==> src/sv/arfc_pkg.sv <==
// Shared types, constants and register codes for the aligned read filter counter.
`default_nettype none
package arfc_pkg;

    localparam int CNT_W = 32;
    localparam int OUT_CNT_W = 32;
    localparam int CFG_IDX_W = 3;
    localparam int CFG_DATA_W = 32;
    localparam int IN_DATA_W = 128;
    localparam int OUT_DATA_W = 104;
    localparam int SUM_W = 35;

    typedef enum logic [CFG_IDX_W-1:0] {
        REG_REGION_START = 3'd0,
        REG_REGION_END   = 3'd1,
        REG_SHIFT_AMOUNT = 3'd2,
        REG_QUALITY_MIN  = 3'd3,
        REG_QUALITY_MAX  = 3'd4,
        REG_INSERT_MIN   = 3'd5,
        REG_INSERT_MAX   = 3'd6,
        REG_OPTIONS      = 3'd7
    } reg_idx_t;

    typedef enum logic [1:0] {
        TAG_UNKNOWN     = 2'd0,
        TAG_REFERENCE   = 2'd1,
        TAG_ALTERNATIVE = 2'd2,
        TAG_INVALID     = 2'd3
    } tag_t;

    typedef enum logic [1:0] {
        STRAND_ANY   = 2'd0,
        STRAND_PLUS  = 2'd1,
        STRAND_MINUS = 2'd2,
        STRAND_OTHER = 2'd3
    } strand_t;

    // options register bit positions
    localparam int OPT_ENDSEL     = 2;
    localparam int OPT_HALFINSERT = 3;
    localparam int OPT_READ1      = 4;
    localparam int OPT_READ2      = 5;
    localparam int OPT_KEEPSEC    = 6;
    localparam int OPT_SPLICED    = 7;
    localparam int OPT_ALLELIC    = 8;

    // flag word bit positions
    localparam int FLG_REVERSE   = 4;
    localparam int FLG_READ1     = 6;
    localparam int FLG_READ2     = 7;
    localparam int FLG_SECONDARY = 8;

    typedef struct packed {
        logic [30:0]        region_start;
        logic [30:0]        region_end;
        logic signed [20:0] shift_amount;
        logic [7:0]         quality_min;
        logic [7:0]         quality_max;
        logic signed [31:0] insert_min;
        logic signed [31:0] insert_max;
        logic [8:0]         options;
    } cfg_t;

    // packed high to low so that restart sits in the lowest bit
    typedef struct packed {
        logic [5:0]         pad;
        logic [1:0]         allele_tag;
        logic               spliced;
        logic [30:0]        right_end;
        logic [30:0]        left_pos;
        logic signed [31:0] insert_size;
        logic [7:0]         mapq;
        logic [15:0]        flags;
        logic               restart;
    } item_t;

    typedef struct packed {
        logic                    restart;
        logic                    pass;
        logic signed [SUM_W-1:0] sum;
        logic [1:0]              tag;
    } dec_t;

    typedef struct packed {
        logic [5:0]           pad;
        logic                 tag_error;
        logic [OUT_CNT_W-1:0] alternative_count;
        logic [OUT_CNT_W-1:0] reference_count;
        logic [OUT_CNT_W-1:0] unknown_count;
        logic                 counted;
    } res_t;

endpackage
`default_nettype wire

==> src/sv/arfc_filter.sv <==
// Filter chain and doubled anchor sum, registered into the decision stage.
`default_nettype none
module arfc_filter (
    input  wire logic            aclk,
    input  wire arfc_pkg::item_t item,
    input  wire arfc_pkg::cfg_t  cfg,
    input  wire logic            load,
    output arfc_pkg::dec_t       dec_reg
);

    arfc_pkg::dec_t        dec_next;
    logic                  rev;
    logic [31:0]           ab;
    logic                  rej_splice;
    logic                  rej_qual;
    logic                  rej_ins;
    logic                  rej_read;
    logic                  rej_sec;
    logic                  rej_strand;
    logic [15:0]           readmask;
    logic                  use_left;
    logic signed [32:0]    base;
    logic signed [arfc_pkg::SUM_W-1:0] isz_x;
    logic signed [arfc_pkg::SUM_W-1:0] sh_x;
    logic signed [arfc_pkg::SUM_W-1:0] shift2;
    logic signed [arfc_pkg::SUM_W-1:0] base2;

    always_comb begin
        rev = item.flags[arfc_pkg::FLG_REVERSE];
        ab = item.insert_size[31] ? 32'(-item.insert_size) : item.insert_size;

        rej_splice = !cfg.options[arfc_pkg::OPT_SPLICED] && item.spliced;
        rej_qual = (item.mapq < cfg.quality_min) || (item.mapq > cfg.quality_max);
        rej_ins = (!cfg.insert_min[31] && (ab < cfg.insert_min))
                  || ((cfg.insert_max != -32'sd1)
                      && (cfg.insert_max[31] || (ab > cfg.insert_max)));

        readmask = '0;
        readmask[arfc_pkg::FLG_READ1] = cfg.options[arfc_pkg::OPT_READ1];
        readmask[arfc_pkg::FLG_READ2] = cfg.options[arfc_pkg::OPT_READ2];
        rej_read = (item.flags[arfc_pkg::FLG_READ1] || item.flags[arfc_pkg::FLG_READ2])
                   && ((item.flags & readmask) == 16'd0);
        rej_sec = item.flags[arfc_pkg::FLG_SECONDARY] && !cfg.options[arfc_pkg::OPT_KEEPSEC];

        case (arfc_pkg::strand_t'(cfg.options[1:0]))
            arfc_pkg::STRAND_ANY:  rej_strand = 1'b0;
            arfc_pkg::STRAND_PLUS: rej_strand = rev;
            default:               rej_strand = !rev;
        endcase

        // half-position units
        isz_x = {{3{item.insert_size[31]}}, item.insert_size};
        sh_x = {{14{cfg.shift_amount[20]}}, cfg.shift_amount} <<< 1;
        if (cfg.options[arfc_pkg::OPT_HALFINSERT]) begin
            shift2 = (item.insert_size > 0) ? isz_x - 35'sd1 : isz_x + 35'sd1;
        end else begin
            shift2 = rev ? -sh_x : sh_x;
        end

        use_left = (rev == cfg.options[arfc_pkg::OPT_ENDSEL]);
        base = use_left ? {2'b00, item.left_pos} : {2'b00, item.right_end} - 33'sd1;
        base2 = {{2{base[32]}}, base} <<< 1;

        dec_next.restart = item.restart;
        dec_next.pass = !(rej_splice || rej_qual || rej_ins || rej_read
                          || rej_sec || rej_strand);
        dec_next.sum = base2 + shift2;
        dec_next.tag = item.allele_tag;
    end

    always_ff @(posedge aclk) begin
        if (load) begin
            dec_reg <= dec_next;
        end
    end

endmodule
`default_nettype wire

==> src/sv/arfc_counter.sv <==
// Region check, allele selection and saturating counters with the result register.
`default_nettype none
module arfc_counter (
    input  wire logic           aclk,
    input  wire logic           aresetn,
    input  wire arfc_pkg::dec_t dec,
    input  wire arfc_pkg::cfg_t cfg,
    input  wire logic           load,
    output arfc_pkg::res_t      res_reg
);

    localparam logic [arfc_pkg::CNT_W-1:0] CntTop = '1;

    logic [arfc_pkg::CNT_W-1:0] unk_reg, unk_next, unk_base;
    logic [arfc_pkg::CNT_W-1:0] ref_reg, ref_next, ref_base;
    logic [arfc_pkg::CNT_W-1:0] alt_reg, alt_next, alt_base;
    logic [63:0]                unk_w, ref_w, alt_w;
    logic signed [arfc_pkg::SUM_W-1:0] pos;
    logic signed [arfc_pkg::SUM_W-1:0] rs_x;
    logic signed [arfc_pkg::SUM_W-1:0] re_x;
    logic                       hit;
    logic                       inc_unk, inc_ref, inc_alt, tag_err;
    arfc_pkg::res_t             res_next;

    always_comb begin
        // truncate toward zero
        pos = (dec.sum + $signed({{(arfc_pkg::SUM_W-1){1'b0}}, dec.sum[arfc_pkg::SUM_W-1]}))
              >>> 1;
        rs_x = {4'b0000, cfg.region_start};
        re_x = {4'b0000, cfg.region_end};
        hit = dec.pass && (pos >= rs_x) && (pos < re_x);

        inc_unk = 1'b0;
        inc_ref = 1'b0;
        inc_alt = 1'b0;
        tag_err = 1'b0;
        if (hit) begin
            if (!cfg.options[arfc_pkg::OPT_ALLELIC]) begin
                inc_unk = 1'b1;
            end else begin
                case (arfc_pkg::tag_t'(dec.tag))
                    arfc_pkg::TAG_UNKNOWN:     inc_unk = 1'b1;
                    arfc_pkg::TAG_REFERENCE:   inc_ref = 1'b1;
                    arfc_pkg::TAG_ALTERNATIVE: inc_alt = 1'b1;
                    default:                   tag_err = 1'b1;
                endcase
            end
        end

        unk_base = dec.restart ? '0 : unk_reg;
        ref_base = dec.restart ? '0 : ref_reg;
        alt_base = dec.restart ? '0 : alt_reg;
        unk_next = (inc_unk && unk_base != CntTop) ? unk_base + 1'b1 : unk_base;
        ref_next = (inc_ref && ref_base != CntTop) ? ref_base + 1'b1 : ref_base;
        alt_next = (inc_alt && alt_base != CntTop) ? alt_base + 1'b1 : alt_base;

        unk_w = 64'(unk_next);
        ref_w = 64'(ref_next);
        alt_w = 64'(alt_next);

        res_next.pad = '0;
        res_next.counted = inc_unk || inc_ref || inc_alt;
        res_next.tag_error = tag_err;
        res_next.unknown_count = unk_w[arfc_pkg::OUT_CNT_W-1:0];
        res_next.reference_count = ref_w[arfc_pkg::OUT_CNT_W-1:0];
        res_next.alternative_count = alt_w[arfc_pkg::OUT_CNT_W-1:0];
    end

    always_ff @(posedge aclk) begin
        if (!aresetn) begin
            unk_reg <= '0;
            ref_reg <= '0;
            alt_reg <= '0;
        end else if (load) begin
            unk_reg <= unk_next;
            ref_reg <= ref_next;
            alt_reg <= alt_next;
        end
    end

    always_ff @(posedge aclk) begin
        if (load) begin
            res_reg <= res_next;
        end
    end

endmodule
`default_nettype wire

==> src/sv/aligned_read_filter_counter_core.sv <==
// Aligned-read filter and counter top level: config registers, input stage, stream control.
//
// Use: one alignment per input word on s_axis; one result word per alignment on m_axis.
// Configuration goes via cfg_wr_en/cfg_index/cfg_wdata; the user writes it only while idle,
// not enforced by the block; indices follow the register list (region_start .. options).
// Pipeline: input register, decision register (filters and doubled anchor sum),
// result register (region check and counter update). A word accepted on s_axis
// passes through the three registers to m_axis; one word per cycle is sustained
// while m_axis_tready stays high.
// Counters saturate; a word with restart set clears them before it is handled.
// Reset (aresetn low, synchronous) empties the pipeline, clears the counters and
// loads the register defaults. When m_axis_tready is low the stages fill up and
// s_axis_tready drops once all three hold a word; nothing is dropped or repeated.
`default_nettype none
module aligned_read_filter_counter_core (
    input  wire logic                               aclk,
    input  wire logic                               aresetn,
    input  wire logic                               s_axis_tvalid,
    output logic                                    s_axis_tready,
    // restart, flags, mapq, insert_size, left_pos, right_end, spliced, allele_tag
    input  wire logic [arfc_pkg::IN_DATA_W-1:0]     s_axis_tdata,
    output logic                                    m_axis_tvalid,
    input  wire logic                               m_axis_tready,
    // counted, unknown_count, reference_count, alternative_count, tag_error
    output logic [arfc_pkg::OUT_DATA_W-1:0]         m_axis_tdata,
    input  wire logic                               cfg_wr_en,
    input  wire logic [arfc_pkg::CFG_IDX_W-1:0]     cfg_index,
    input  wire logic [arfc_pkg::CFG_DATA_W-1:0]    cfg_wdata
);

    arfc_pkg::cfg_t  cfg_reg;
    arfc_pkg::item_t item_reg;
    arfc_pkg::dec_t  dec_reg;
    arfc_pkg::res_t  res_reg;
    logic            v1_reg, v2_reg, v3_reg;
    logic            rdy2, rdy3, load1, load2, load3;

    always_ff @(posedge aclk) begin
        if (!aresetn) begin
            cfg_reg.region_start <= '0;
            cfg_reg.region_end <= '0;
            cfg_reg.shift_amount <= '0;
            cfg_reg.quality_min <= '0;
            cfg_reg.quality_max <= 8'd255;
            cfg_reg.insert_min <= -32'sd1;
            cfg_reg.insert_max <= -32'sd1;
            cfg_reg.options <= 9'd176;
        end else if (cfg_wr_en) begin
            case (arfc_pkg::reg_idx_t'(cfg_index))
                arfc_pkg::REG_REGION_START: cfg_reg.region_start <= cfg_wdata[30:0];
                arfc_pkg::REG_REGION_END:   cfg_reg.region_end <= cfg_wdata[30:0];
                arfc_pkg::REG_SHIFT_AMOUNT: cfg_reg.shift_amount <= cfg_wdata[20:0];
                arfc_pkg::REG_QUALITY_MIN:  cfg_reg.quality_min <= cfg_wdata[7:0];
                arfc_pkg::REG_QUALITY_MAX:  cfg_reg.quality_max <= cfg_wdata[7:0];
                arfc_pkg::REG_INSERT_MIN:   cfg_reg.insert_min <= cfg_wdata[31:0];
                arfc_pkg::REG_INSERT_MAX:   cfg_reg.insert_max <= cfg_wdata[31:0];
                arfc_pkg::REG_OPTIONS:      cfg_reg.options <= cfg_wdata[8:0];
                default: ;
            endcase
        end
    end

    assign rdy3 = !v3_reg || m_axis_tready;
    assign load3 = v2_reg && rdy3;
    assign rdy2 = !v2_reg || rdy3;
    assign load2 = v1_reg && rdy2;
    assign s_axis_tready = !v1_reg || rdy2;
    assign load1 = s_axis_tvalid && s_axis_tready;

    always_ff @(posedge aclk) begin
        if (!aresetn) begin
            v1_reg <= 1'b0;
            v2_reg <= 1'b0;
            v3_reg <= 1'b0;
        end else begin
            if (s_axis_tready) begin
                v1_reg <= s_axis_tvalid;
            end
            if (rdy2) begin
                v2_reg <= v1_reg;
            end
            if (rdy3) begin
                v3_reg <= v2_reg;
            end
        end
    end

    always_ff @(posedge aclk) begin
        if (load1) begin
            item_reg <= arfc_pkg::item_t'(s_axis_tdata);
        end
    end

    arfc_filter u_filter (
        .aclk    (aclk),
        .item    (item_reg),
        .cfg     (cfg_reg),
        .load    (load2),
        .dec_reg (dec_reg)
    );

    arfc_counter u_counter (
        .aclk    (aclk),
        .aresetn (aresetn),
        .dec     (dec_reg),
        .cfg     (cfg_reg),
        .load    (load3),
        .res_reg (res_reg)
    );

    assign m_axis_tvalid = v3_reg;
    assign m_axis_tdata = res_reg;

endmodule
`default_nettype wire
==> config.mk <==
export PLATFORM = sky130hd
export DESIGN_NAME = aligned_read_filter_counter_core
export DESIGN_NICKNAME = d
export VERILOG_FILES = /design/src/sv/arfc_pkg.sv /design/src/sv/arfc_filter.sv /design/src/sv/arfc_counter.sv /design/src/sv/aligned_read_filter_counter_core.sv
export SDC_FILE = /design/constraint.sdc
export NUM_CORES = 1
export LEC_CHECK = 0
export CORE_MARGIN = 10
export CORE_UTILIZATION = 35
export DETAILED_ROUTE_END_ITERATION = 16
export DONT_BUFFER_PORTS = 1
export PLACE_DENSITY_LB_ADDON = 0.05
export SLEW_MARGIN = 20
export SYNTH_ARGS = -nofsm -noshare
export SYNTH_HDL_FRONTEND = slang
export SYNTH_HIERARCHICAL = 1
export SYNTH_SLANG_ARGS = --single-unit
==> constraint.sdc <==
create_clock -name aclk -period 7.52 [get_ports aclk]
set_input_delay 1.128 -clock aclk [delete_from_list [all_inputs] [get_ports aclk]]
set_output_delay 1.128 -clock aclk [all_outputs]
set_load 0.02 [all_outputs]
==> results of run 1 <==
==> power breakdown <==
part           switching [mW]  internal (mW)  total, mW
registers               0.128           3.10       3.23
logic                   0.810          0.498       1.31
clock network            1.30           1.78       3.08
total                    2.24           5.38       7.61
==> layer usage <==
metal,routed length (um),vias up
met4,2740,10
met5,62,-
met3,4920,139
met1,43700,12000
li1,-,12300
met2,47900,507
==> repair_timing <==
action	4_1_cts	5_1_grt
hold buffers	0	0
setup buffers	0	3
gates resized for setup	0	13
endpoints found under the setup margin	0	6
==> worst reg2reg max path, delay by kind of cell, from the launching register on <==
family                     cells  cell delay (ns)
AOI/OAI and AO/OA             11             2.28
xor gates and xnor gates       2             0.26
adders and majority gates      3             0.76
buffers and inverters          5             0.65
DFF                            1             0.43
muxes                          1             0.14
and+or+nand+nor                8             2.31
==> layout make-up <==
cell class | instances | area, um^2
Antenna cell | 11 | 27.5
Clock buffer | 76 | 1620
Clock inverter | 40 | 453
Fill cell | 8916 | 54800
Inverter | 186 | 703
Multi-Input combinational cell | 2550 | 17600
Sequential cell | 518 | 12800
Tap cell | 1176 | 1470
Timing Repair Buffer | 55 | 425
==> worst min-delay path by stage <==
stage                     cells after the start             endpoint           from
final                                         0  u_filter/dec_reg[0]  item_reg[120]
after global routing                          0  u_filter/dec_reg[0]  item_reg[120]
after CTS                                     0  u_filter/dec_reg[0]  item_reg[120]
after detailed placement                      0  u_filter/dec_reg[0]  item_reg[120]
after global placement                        0  u_filter/dec_reg[0]  item_reg[120]
after floorplan                               0  u_filter/dec_reg[0]  item_reg[120]
==> stage by stage <==
step / TNS, ns / std cells / utilization [%] / hold slack (ns)
after CTS: 0 / 4598 / 38.9 / 0.452
after global placement: 0 / 4482 / 36.6 / 0.437
after detailed placement: 0 / 4482 / 36.6 / 0.436
final: 0 / 4612 / 39.1 / 0.448
after floorplan: 0 / 3420 / - / 0.400
after global routing: -0.00783 / 4603 / 39.0 / 0.457
==> results.tsv, run 1 <==
stage	metric	value	unit
hold_path	Worst Hold Class	flip-flop to flip-flop	
finish	share of cells above drive strength 1	6.66	%
floorplan	Initial Utilization	35.3	%
logic_synthesis	Cells after Synth	3415	
timing	clock skew after layout	0.0457	ns
placement	post-DP HPWL	73800	um
setup_path	crit path kind	flip-flop to flip-flop	
floorplan	Die X	321	um
routing	routed wire length	99400	um
setup_path	cells on worst reg2reg path	30	
setup_path	Critical Path End Type	flip-flop	
timing	worst slew pin tran	1.16	ns
timing	Final WS setup	0.386	ns
timing	Hold Fails Final Rpt	0	
global_route	final global-route overflow total	0	
setup_path	CP Data Arrival Time	7.53	ns
global_route	first-pass GRT wire length	150000	um
setup_path	Levels on crit path	30	
finish	max reg flops	172	
global_route	global route hottest layer	met2	
timing	Setup-failing EPs final	0	
placement	Post-DP Area	32900	um^2
timing	min Tclk post-route	7.13	ns
setup_path	CP max-delay cell	or4_4	
setup_path	startpoint types	flip-flop	
logic_synthesis	Post-Syn Area	31700	um^2
routing	DRC viols	0	
placement	post-place setup slack	0.253	ns
global_route	antenna violations before repair	11	
setup_path	Critical path origin	item_reg[26]	
pwr	leakage power	13.7	nW
placement	Final Wtd Congestion	0.862	
pwr	PD cells	217	nW/um^2
finish	most frequent cells in the layout	nand2_1, dfxtp_1, edfxtp_1, ha_1, nor2b_1	
routing	First-pass DRT Iterations	5	
global_route	vias in the first global route	24700	
run	maxcap violations	0	
clock_tree	CTS tree	built	
setup_path	crit path max fanout	11	
timing	Slew Limit Fails	0	
logic_synthesis	Synth warnings	6	
routing	vias per cell	5.41	
clock_tree	Clock Path Buffers	3	
placement	Port Buf Inserts	0	
routing	DRT iter0 DRCs	1614	
routing	via count	24900	
pwr	Peak VDD IR	0.184	mV
floorplan	full die area	103000	um^2
setup_path	crit-path leading delay family	simple AND/OR/NAND/NOR gates	
routing	post-route ant nets	0	
finish	commonest non-fill, non-tap cell in the layout	nand2_1	
timing	unrepaired setup endpoints after global routing	yes	
logic_synthesis	Mean Syn Cell Area	9.28	um^2
global_route	met3 usage	3.94	%
finish	Area Growth Syn to Fin	10.7	%
clock_tree	Worst-Skew Late Latency	0.69	ns
setup_path	Critical Path Most Common Cell	ha_1	
clock_tree	# H-tree levels	2	
clock_tree	total CTS buffers	61	
setup_path	setup slack, reg-to-reg	0.39	ns
setup_path	reg2reg end	u_filter/dec_reg[34]	
status	outcome	finished clean	
global_route	grt met2 use	32.2	%
routing	Avg WL per Cell	21.5	um
floorplan	row cnt	110	
setup_path	r2r startpoint	item_reg[26]	
floorplan	io pins	274	
setup_path	worst setup path end	u_filter/dec_reg[34]	
floorplan	Core Region	89900	um^2
global_route	Total GRT Usage	18.6	%
finish	# nets final	3751	
setup_path	CP Data Required Time	7.92	ns
setup_path	max incr delay on CP	0.57	ns
clock_tree	Root Buffer	clkbuf_16	
finish	Final Instance Area	35100	um^2
timing	period utilization	94.9	%
pwr	Final Power	7.61	mW
global_route	M1 GR Usage	23.1	%
timing	fmax	0.140	GHz
setup_path	CP bufs+invs	5	
clock_tree	total clock sinks	518	
clock_tree	clk slew on worst S/H paths	0.06	ns
floorplan	die height	321	um
global_route	largest net degree at the start of global routing	298	
timing	headroom to the max-slew limit	21.5	%
(Power assumes the default switching activity.)
==> inputs of run 2 (changes only) <==
--- a/config.mk
+++ b/config.mk
@@ -5,6 +5,7 @@
 export SDC_FILE = /design/constraint.sdc
 export NUM_CORES = 1
 export LEC_CHECK = 0
+export CORE_ASPECT_RATIO = 1.25
 export CORE_MARGIN = 10
 export CORE_UTILIZATION = 35
 export DETAILED_ROUTE_END_ITERATION = 16
==> results.tsv, run 2 (synthesized netlist as in run 1, its figures left out) <==
stage	metric	value	unit	change
hold_path	Worst Hold Class	flip-flop to flip-flop		
timing	period utilization	93.4	%	-1.5 points
clock_tree	clk slew on worst S/H paths	0.06	ns	about the same
floorplan	Initial Utilization	35.3	%	about the same
timing	Final WS setup	0.498	ns	+0.112 ns
status	outcome	finished clean		
clock_tree	Worst-Skew Late Latency	0.65	ns	-0.04 ns
timing	min Tclk post-route	7.02	ns	-0.112 ns
finish	share of cells above drive strength 1	6.76	%	+0.10 points
global_route	largest net degree at the start of global routing	298		unchanged
global_route	vias in the first global route	24700		-0.0081%
floorplan	Core Region	89900	um^2	about the same
clock_tree	total CTS buffers	57		-6.6%
placement	Port Buf Inserts	0		unchanged
routing	DRT iter0 DRCs	1510		-6.4%
placement	post-DP HPWL	75200	um	+1.9%
routing	via count	25000		+0.12%
clock_tree	total clock sinks	518		unchanged
global_route	antenna violations before repair	7		-4
setup_path	Critical Path End Type	flip-flop		
pwr	Final Power	7.55	mW	-0.76%
timing	clock skew after layout	0.0293	ns	-0.0164 ns
placement	Final Wtd Congestion	0.889		+3.1%
finish	Multi-input gate area	17500	um^2	-0.20%
timing	unrepaired setup endpoints after global routing	no		
timing	Final TNS setup	0	ns	unchanged
clock_tree	Clock Path Buffers	3		unchanged
setup_path	startpoint types	flip-flop		
routing	Avg WL per Cell	21.5	um	-0.24%
timing	worst slew pin tran	1.13	ns	-0.0257 ns
pwr	leakage power	13.7	nW	+0.40%
setup_path	CP Data Arrival Time	7.41	ns	-0.12 ns
routing	post-route ant nets	0		unchanged
finish	Filler Cell Count	8950		+0.38%
routing	vias per cell	5.40		-0.23%
finish	Area Growth Syn to Fin	10.9	%	
finish	Register Area	12800	um^2	about the same
setup_path	crit path max fanout	8		-3
setup_path	crit path kind	flip-flop to flip-flop		
finish	Layout Cells excl Fill	4628		+0.35%
global_route	Total GRT Usage	18.7	%	+0.029 points
pwr	Sw Ratio	28.9	%	-0.46 points
global_route	final global-route overflow total	0		unchanged
floorplan	full die area	103000	um^2	about the same
timing	Slew Limit Fails	0		unchanged
routing	routed wire length	99500	um	+0.11%
clock_tree	# H-tree levels	2		unchanged
timing	headroom to the max-slew limit	23.3	%	+1.7 points
finish	Final Instance Area	35200	um^2	+0.15%
pwr	Peak VDD IR	0.182	mV	-0.60%
timing	Hold Fails Final Rpt	0		unchanged
routing	DRC viols	0		unchanged
pwr	PD cells	215	nW/um^2	-0.91%
placement	Post-DP Area	33100	um^2	+0.51%
setup_path	CP max-delay cell	or4_4		
floorplan	io pins	274		unchanged
global_route	first-pass GRT wire length	149000	um	-0.88%
clock_tree	CTS tree	built		
pwr	Combinational Power Share	17.5	%	+0.3 points
finish	commonest non-fill, non-tap cell in the layout	nand2_1		
placement	post-place setup slack	0.219	ns	-0.0340 ns
pwr	Reg power frac	42.6	%	+0.2 points
finish	most frequent cells in the layout	nand2_1, dfxtp_1, edfxtp_1, ha_1, nor2b_1		
finish	max reg flops	172		unchanged
timing	fmax	0.142	GHz	+1.6%
setup_path	CP Data Required Time	7.91	ns	about the same
floorplan	row cnt	123		+12%
floorplan	Die X	289	um	-9.9%
pwr	clock share of power	39.8	%	-0.6 points
floorplan	die height	356	um	+11%
timing	Setup-failing EPs final	0		unchanged
routing	First-pass DRT Iterations	5		unchanged
pwr	P_sw	2.18	mW	-2.3%
run	maxcap violations	0		unchanged
finish	# nets final	3761		+0.27%
clock_tree	Root Buffer	clkbuf_16		
placement	Placed Cells	4510		+0.62%
pwr	internal power	5.37	mW	-0.11%
setup_path	max incr delay on CP	0.56	ns	about the same
[run 2: final timing paths]
path | start | to | slack [ns] | cells past startpoint
min reg2reg | item_reg[120] | u_filter/dec_reg[0] | 0.43 | 0
max reg2reg | item_reg[26] | u_filter/dec_reg[35] | 0.50 | 28
max | item_reg[26] | u_filter/dec_reg[35] | 0.50 | 28
min | item_reg[120] | u_filter/dec_reg[0] | 0.43 | 0
[run 2: power groups by stage]
| stage | logic (mW) | registers (mW) | clock network [mW] |
|---|---|---|---|
| 6_report | 1.33 | 3.22 | 3.01 |
| 5_1_grt | 1.47 | 3.24 | 3.21 |
| 4_1_cts | 1.32 | 3.23 | 3.11 |
| 3_5_place_dp | 1.31 | 3.29 | 0 |
| 3_3_place_gp | 1.30 | 3.28 | 0 |
| 2_1_floorplan | 0.924 | 3.25 | 0 |
[run 2: timing repair]
| action | 4_1_cts | 5_1_grt |
|---|---|---|
| hold buffers | 0 | 0 |
| hold endpoints to repair | 0 | 0 |
| resized for setup | 0 | 9 |
| buffers inserted | 0 | 0 |
| endpoints found under the setup margin | 0 | 6 |
[run 2: metrics by stage]
| step | util [%] | hold WS [ns] |
|---|---|---|
| global route | 39.1 | 0.436 |
| CTS | 39.1 | 0.438 |
| floorplan | - | 0.400 |
| global placement | 36.8 | 0.414 |
| detailed placement | 36.8 | 0.406 |
| finish | 39.1 | 0.432 |
[run 2: routing by layer]
layer	track usage, %	wire [um]
met1	21.9	41400
met2	33.5	49900
met3	3.47	4640
met4	6.38	3510
met5	0	32
[run 2: area by class of cell]
class                   instances  share of cell area, %
multi-input cells            2550                   49.8
flip-flops and latches        518                   36.5
clock buffers                  72                   4.45
well taps                    1187                   4.22
inverters                     186                   1.99
repair buffers                 69                   1.62
clock inverters                36                   1.27
diodes                         10                 0.0712
[run 2: worst max-delay path, delay by kind of cell, from the launching register on]
kind,cells,cell delay (ns)
xor+xnor,2,0.25
simple gates,8,2.28
fa+ha+maj,3,0.84
flops,1,0.44
compound gates,11,2.32
buf+inv,4,0.61
